==> src/pts_pkg.sv <==
// shared types and constants for the priority task scheduler
// no dependencies; used by every module of the block
package pts_pkg;

   localparam int TASK_BITS = 5;
   localparam int MAP_BITS  = 32;
   localparam int WAKE_BITS = 24;
   localparam int TIME_BITS = 24;

   // request operation codes
   typedef enum logic [1:0] {
      OP_ADD   = 2'd0,
      OP_SLEEP = 2'd1,
      OP_TICK  = 2'd2,
      OP_NOP   = 2'd3
   } op_type;

   // sequencer states
   typedef enum logic [1:0] {
      ST_IDLE,
      ST_APPLY,
      ST_SCAN,
      ST_DONE
   } st_type;

   typedef struct packed {
      op_type                 op;
      logic [TASK_BITS-1:0]   task_priority;
      logic [TIME_BITS-1:0]   sleep_duration;
      logic [TIME_BITS-1:0]   elapsed_ms;
   } req_type;

   typedef struct packed {
      logic [TASK_BITS-1:0]   running_task;
      logic                   idle_selected;
      logic [WAKE_BITS-1:0]   next_wake;
      logic [MAP_BITS-1:0]    ready_tasks;
   } rsp_type;

   // command broadcast to every cell
   typedef struct packed {
      logic                   apply;
      logic                   age;
      logic                   sleep;
      logic                   add;
      logic [TASK_BITS-1:0]   target;
   } cell_ctrl_type;

   // partial result handed along the cell chain
   typedef struct packed {
      logic                   blocked_found;
      logic                   ready_found;
      logic [TASK_BITS-1:0]   best_prio;
   } scan_flags_type;

endpackage

==> src/pts_cell.sv <==
// one task cell: ready and blocked bits, sleep counter and one scan stage
// depends on pts_pkg
module pts_cell import pts_pkg::*; #(
   parameter int COUNT_BITS = 24,
   parameter int INDEX      = 0
) (
   input  logic                  clock,
   input  logic                  reset,
   input  cell_ctrl_type         ctrl,
   input  logic [COUNT_BITS-1:0] elapsed,
   input  logic [COUNT_BITS-1:0] dur,
   input  scan_flags_type        flags_in,
   input  logic [COUNT_BITS-1:0] min_in,
   output scan_flags_type        flags_out,
   output logic [COUNT_BITS-1:0] min_out,
   output logic                  ready
);

   logic                  ready_ff, ready_in;
   logic                  blocked_ff, blocked_in;
   logic [COUNT_BITS-1:0] count_ff, count_in;
   scan_flags_type        flags_ff, flags_in_next;
   logic [COUNT_BITS-1:0] min_ff, min_in_next;
   logic                  hit;
   logic                  expired;

   // task state update on the apply cycle
   always_comb begin
      hit        = (ctrl.target == TASK_BITS'(INDEX));
      expired    = (count_ff <= elapsed);
      ready_in   = ready_ff;
      blocked_in = blocked_ff;
      count_in   = count_ff;
      if (ctrl.apply) begin
         if (ctrl.age && blocked_ff) begin
            if (expired) begin
               blocked_in = 1'b0;
               ready_in   = 1'b1;
            end else begin
               count_in = count_ff - elapsed;
            end
         end
         // new sleeper keeps its full duration
         if (ctrl.sleep && hit) begin
            ready_in   = 1'b0;
            blocked_in = 1'b1;
            count_in   = dur;
         end
         if (ctrl.add && hit) begin
            ready_in = 1'b1;
         end
      end
   end

   // fold this cell into the running minimum and highest ready priority
   always_comb begin
      flags_in_next = flags_in;
      min_in_next   = min_in;
      if (blocked_ff && (!flags_in.blocked_found || (count_ff < min_in))) begin
         flags_in_next.blocked_found = 1'b1;
         min_in_next                 = count_ff;
      end
      if (ready_ff) begin
         flags_in_next.ready_found = 1'b1;
         flags_in_next.best_prio   = TASK_BITS'(INDEX);
      end
   end

   always_ff @(posedge clock) begin
      if (reset) begin
         ready_ff   <= 1'b0;
         blocked_ff <= 1'b0;
         flags_ff   <= '0;
      end else begin
         ready_ff   <= ready_in;
         blocked_ff <= blocked_in;
         flags_ff   <= flags_in_next;
      end
   end

   // counter and scan minimum carry no reset
   always_ff @(posedge clock) begin
      count_ff <= count_in;
      min_ff   <= min_in_next;
   end

   assign flags_out = flags_ff;
   assign min_out   = min_ff;
   assign ready     = ready_ff;

endmodule

==> config.mk <==
export PLATFORM = sky130hd
export DESIGN_NAME = pts_cell
export DESIGN_NICKNAME = d
export VERILOG_FILES = /design/src/pts_pkg.sv /design/src/pts_cell.sv
export SDC_FILE = /design/constraint.sdc
export NUM_CORES = 1
export LEC_CHECK = 0
export BUFFER_PORTS_ARGS = -buffer_cell sky130_fd_sc_hd__buf_2
export CORE_ASPECT_RATIO = 0.8
export CORE_UTILIZATION = 50
export DETAILED_ROUTE_END_ITERATION = 16
export GPL_TIMING_DRIVEN = 1
export PLACE_DENSITY_LB_ADDON = 0.12
export SYNTH_ARGS = -nofsm -noshare
export SYNTH_HDL_FRONTEND = slang
export SYNTH_SLANG_ARGS = --single-unit
==> constraint.sdc <==
create_clock -name clock -period 4.9 [get_ports clock]
set_input_delay 0.245 -clock clock [delete_from_list [all_inputs] [get_ports clock]]
set_output_delay 0.245 -clock clock [all_outputs]
set_load 0.02 [all_outputs]
Yosys cells after proc, flatten, opt, wreduce, memory -nomap -nowiden
Cells that the tools add are included.
W data, S select, Z words.
{"block": "word_totals", "out_inout_bits": 32, "regBits": 57}
{"block": "op_classes", "n_eq_ne": 1, "order_cmp": 2, "n_reduce_logical": 15, "add_sub_neg": 1, "n_mux": 13}
{"cell": "$mux W24", "n": 4}
{"cell": "$le A24 B24 Y1", "n": 1}
{"cell": "$lt A24 B24 Y1", "n": 1}
{"cell": "$sub A24 B24 Y24", "n": 1}
{"cell": "$reduce_and A3 Y1", "n": 3}
{"cell": "$mux W1", "n": 8}
{"cell": "$mux W6", "n": 1}
{"cell": "$reduce_bool A3 Y1", "n": 2}
{"cell": "$logic_not A5 Y1", "n": 1}
{"cell": "$logic_and A1 B1 Y1", "n": 4}
{"cell": "$reduce_bool A2 Y1", "n": 2}
{"cell": "$ne A2 B1 Y1 const B", "n": 1}
{"cell": "$reduce_or A2 Y1", "n": 1}
{"cell": "$logic_not A1 Y1", "n": 1}
{"cell": "$logic_or A1 B1 Y1", "n": 1}

Logic depth before layout (Yosys ltp)
{"block": "depth", "depth_word": 5, "mapped_depth": 11, "depth_no_buf": 11}

Worst setup path after synthesis
OpenSTA, ideal clock, no wires.
{"block": "synth_timing", "kind": "reg2reg", "start": "register count_ff[0]", "end": "register count_ff[0], enable pin", "period_less_slack_ns": 4.389, "required_ns": 4.458, "arrival_time_ns": 3.947, "stages_incl_launch_ff": 12, "path_slack_ns": 0.511, "path_cell_list": "edfxtp_1 -> inv_1 -> ha_1 -> fa_1 -> nand2b_1 -> a21oi_1 -> o21ai_1 -> a31oi_1 -> a31oi_1 -> o221ai_2 -> nand3_1 -> a21boi_0"}
{"block": "synth_via", "elab_chain_len": 3}
{"element": "from (decl)", "line_no": "pts_cell.sv:21", "rtl": "logic [COUNT_BITS-1:0] count_ff, count_in;"}
{"element": "from (signal assigned)", "line_no": "pts_cell.sv:83", "rtl": "count_ff <= count_in;"}
{"element": "$le A24 B24 Y1", "line_no": "pts_cell.sv:30", "rtl": "expired = (count_ff <= elapsed);"}
{"element": "$ne A2 B1 Y1 (no source line)"}
{"element": "$reduce_and A3 Y1 (no source line)"}
No other way between the ends.
A chain may end at the register's enable or synchronous reset.

Worst setup path in the final report
{"block": "layout_timing", "start": "register count_ff[0]", "end": "register count_ff[23], enable pin"}
Same word-level chain as after synthesis.

==> run_results.csv <==
group,metric,value,unit
sta,rsz0062_at_grt,"no",
critical_path,cp-start-kind,"flip-flop",
layout,final_layout_size_suffix_gt1_frac,0.291,
clock_tree,numCtsBuffers,9,
sta,worst_slew_pin_slew,0.752,ns
clock_tree,clock_sinks,57,
floorplanning,ios,122,
layout,final_nets,707,
clock_tree,post_cts_buffers,0,
sta,relSlewSlack,0.496,
power_and_ir_drop,p_sw_frac,0.283,
clock_tree,htreeDepth,3,
floorplanning,rows,28,
synthesis,syn-instance-count,445,
synthesis,synth_edf_count,24,
floorplanning,die_x,103,um
clock_tree,cts_hold_buf,0,
power_and_ir_drop,p_per_area,231,nW/um^2
floorplanning,start_util,0.533,
routing,final_antenna_net_count,0,
power_and_ir_drop,total_power,1140,uW
layout,final_common_cell,"buf_2",
place,numPortBuffers,121,
global_route,grt_pass1_vias,3367,
sta,final_max_slew_viol_count,0,
synthesis,ys_types,49,
place,dp_hpwl,7500,um
power_and_ir_drop,pwr-share-comb,0.201,
routing,drc,0,
power_and_ir_drop,clockPowerShare,0.344,
global_route,grt_start_max_net_pins,29,
synthesis,avgSynthCellArea,9.10,um^2
global_route,antenna_found_initial,0,
critical_path,critPathRequiredTime,4.92,ns
clock_tree,clkSlewWorstSetupHoldPaths,0.07,ns
power_and_ir_drop,power_leakage,0.00253,uW
layout,final_core_util,0.649,
routing,wl_per_cell,14.3,um
sta,setup_tns,0,ns
critical_path,crit_path_end_kind,"flip-flop",
synthesis,syn_nets,583,
global_route,grt_pass1_wl,15700,um
layout,num_antenna_cells,0,
critical_path,path_class,"flip-flop to flip-flop",
layout,final_cell_mix,"buf_2 (121), inv_1 (58), ha_1 (47)",
place,pre_cts_ws,1.22,ns
status,status,"finished, final reports clean",
global_route,grtUsageTotal,0.247,
sta,clock_skew,0.00692,ns
clock_tree,cts.root.buffer_cell,"clkbuf_8",
synthesis,ys_seq_area_frac,0.341,
clock_tree,worstSkewPairLatency,0.34,ns
sta,setup_viol,0,
global_route,overflow,0,
synthesis,ys_ff_latch,57,
worst_hold_path,min_path_type,"primary input to flip-flop",
place,gp_congestion,0.875,
floorplanning,core-area,7600,um^2
sta,fin_crit,3.78,ns
layout,syn_to_final_growth,21.8,%
routing,first_iter_violations,162,
floorplanning,die_h,82.5,um
sta,period_share,0.772,
clock_tree,cts_tree,"done",
clock_tree,ctsLongestPathBuffers,2,
synthesis,synth_ff_type,"dfxtp_1",
floorplanning,die_area,8470,um^2
sta,hold_slack,0.0992,ns
layout,fill_cells,676,
routing,drt_first_pass_iters,4,
critical_path,critPathArrivalTime,3.80,ns
clock_tree,cts_resized,0,
power_and_ir_drop,ir_drop,125,uV
power_and_ir_drop,switching_power,322,uW
synthesis,syn_area,4050,um^2
routing,wl,9690,um
sta,hold_viol,0,
power_and_ir_drop,p_int,816,uW
critical_path,crit_fanout,15,
routing,vias,3551,
synthesis,synth_async_sr_flop_share,0,
power_and_ir_drop,p_seq_frac,0.455,
sta,layout_setup_ws,1.12,ns
routing,via_per_inst,5.23,
sta,max_freq,0.264,GHz
run,drv_cap,0,
synthesis,yosys_warnings,0,
-- stage by stage --
stage          instances  instance area, um^2
6_report             679                 4930
5_1_grt              679                 4930
4_1_cts              679                 4930
3_5_place_dp         663                 4770
3_3_place_gp         663                 4770
2_1_floorplan        445                 4050
-- cells by family after synthesis --
logic type                 Yosys count  synth area share
buffers and inverters               70            0.0689
and+or+nand+nor                    106             0.123
DFF                                 57             0.341
xor gates and xnor gates            21            0.0454
muxes                               24            0.0840
AOI/OAI and AO/OA                  119             0.187
adders and majority gates           48             0.150
-- power groups by stage --
stage / Clock, uW / Combinational [uW] / Sequential (uW)
after floorplan: 0 / 128 / 547
after global placement: 0 / 224 / 528
after detailed placement: 0 / 227 / 528
after CTS: 402 / 229 / 517
after global routing: 425 / 255 / 519
final: 392 / 229 / 517
-- synth_stat cells, types with 5 or more instances --
master / count / area (um^2)
inv_1: 58 / 218
ha_1: 47 / 588
a21oi_1: 39 / 195
dfxtp_1: 33 / 661
nor2_1: 33 / 124
nand2_1: 29 / 109
edfxtp_1: 24 / 721
o21ai_0: 20 / 100
mux2_4: 19 / 285
a21o_1: 18 / 135
xor2_1: 13 / 114
nand3_1: 10 / 50.1
nand4_1: 10 / 62.6
clkbuf_1: 8 / 30.0
xnor2_1: 8 / 70.1
a31oi_1: 7 / 43.8
and2_1: 7 / 43.8
nand2b_1: 6 / 37.5
o211ai_1: 5 / 37.5
o21bai_1: 5 / 37.5
-- final timing paths --
kind	startpoint	end	slack, ns	depth (start not counted)
worst max-delay path	count_ff[0]	count_ff[23]	1.12	12
worst min register to register	ready	flags_out[5]	0.53	2
worst max register to register	count_ff[0]	count_ff[23]	1.12	12
worst min-delay path	flags_in[4]	flags_out[4]	0.1	2
-- final cells by class --
type	count	area, um^2	area share
clock buffer	12	145	0.0294
clock inverter	4	20.0	0.00406
inverter	58	218	0.0441
multi-input combinational	318	2400	0.487
sequential	57	1380	0.280
tap	105	131	0.0266
timing repair buffer	125	636	0.129
-- critical path, stage by stage, from the launching register on --
cell and delay (ns):
edfxtp_1 0.36, inv_1 0.05, ha_1 0.21, fa_1 0.40
nand2b_1 0.17, a21oi_1 0.18, o21ai_1 0.13, a31oi_1 0.44
a31oi_1 0.22, o221ai_2 0.27, nand3_1 0.12, a21boi_2 0.51
buf_4 0.39
-- state kept, by name, summed over array words and instances, names as in the netlist --
register / flops
count_ff: 24
blocked_ff: 1
flags_out: 7
ready: 1
min_out: 24
-- layer usage --
layer,track usage,wire (um)
met1,0.332,4750
met2,0.389,4160
met3,0.0581,695
met4,0.0829,91
met5,0,0
(Power assumes the default switching activity.)
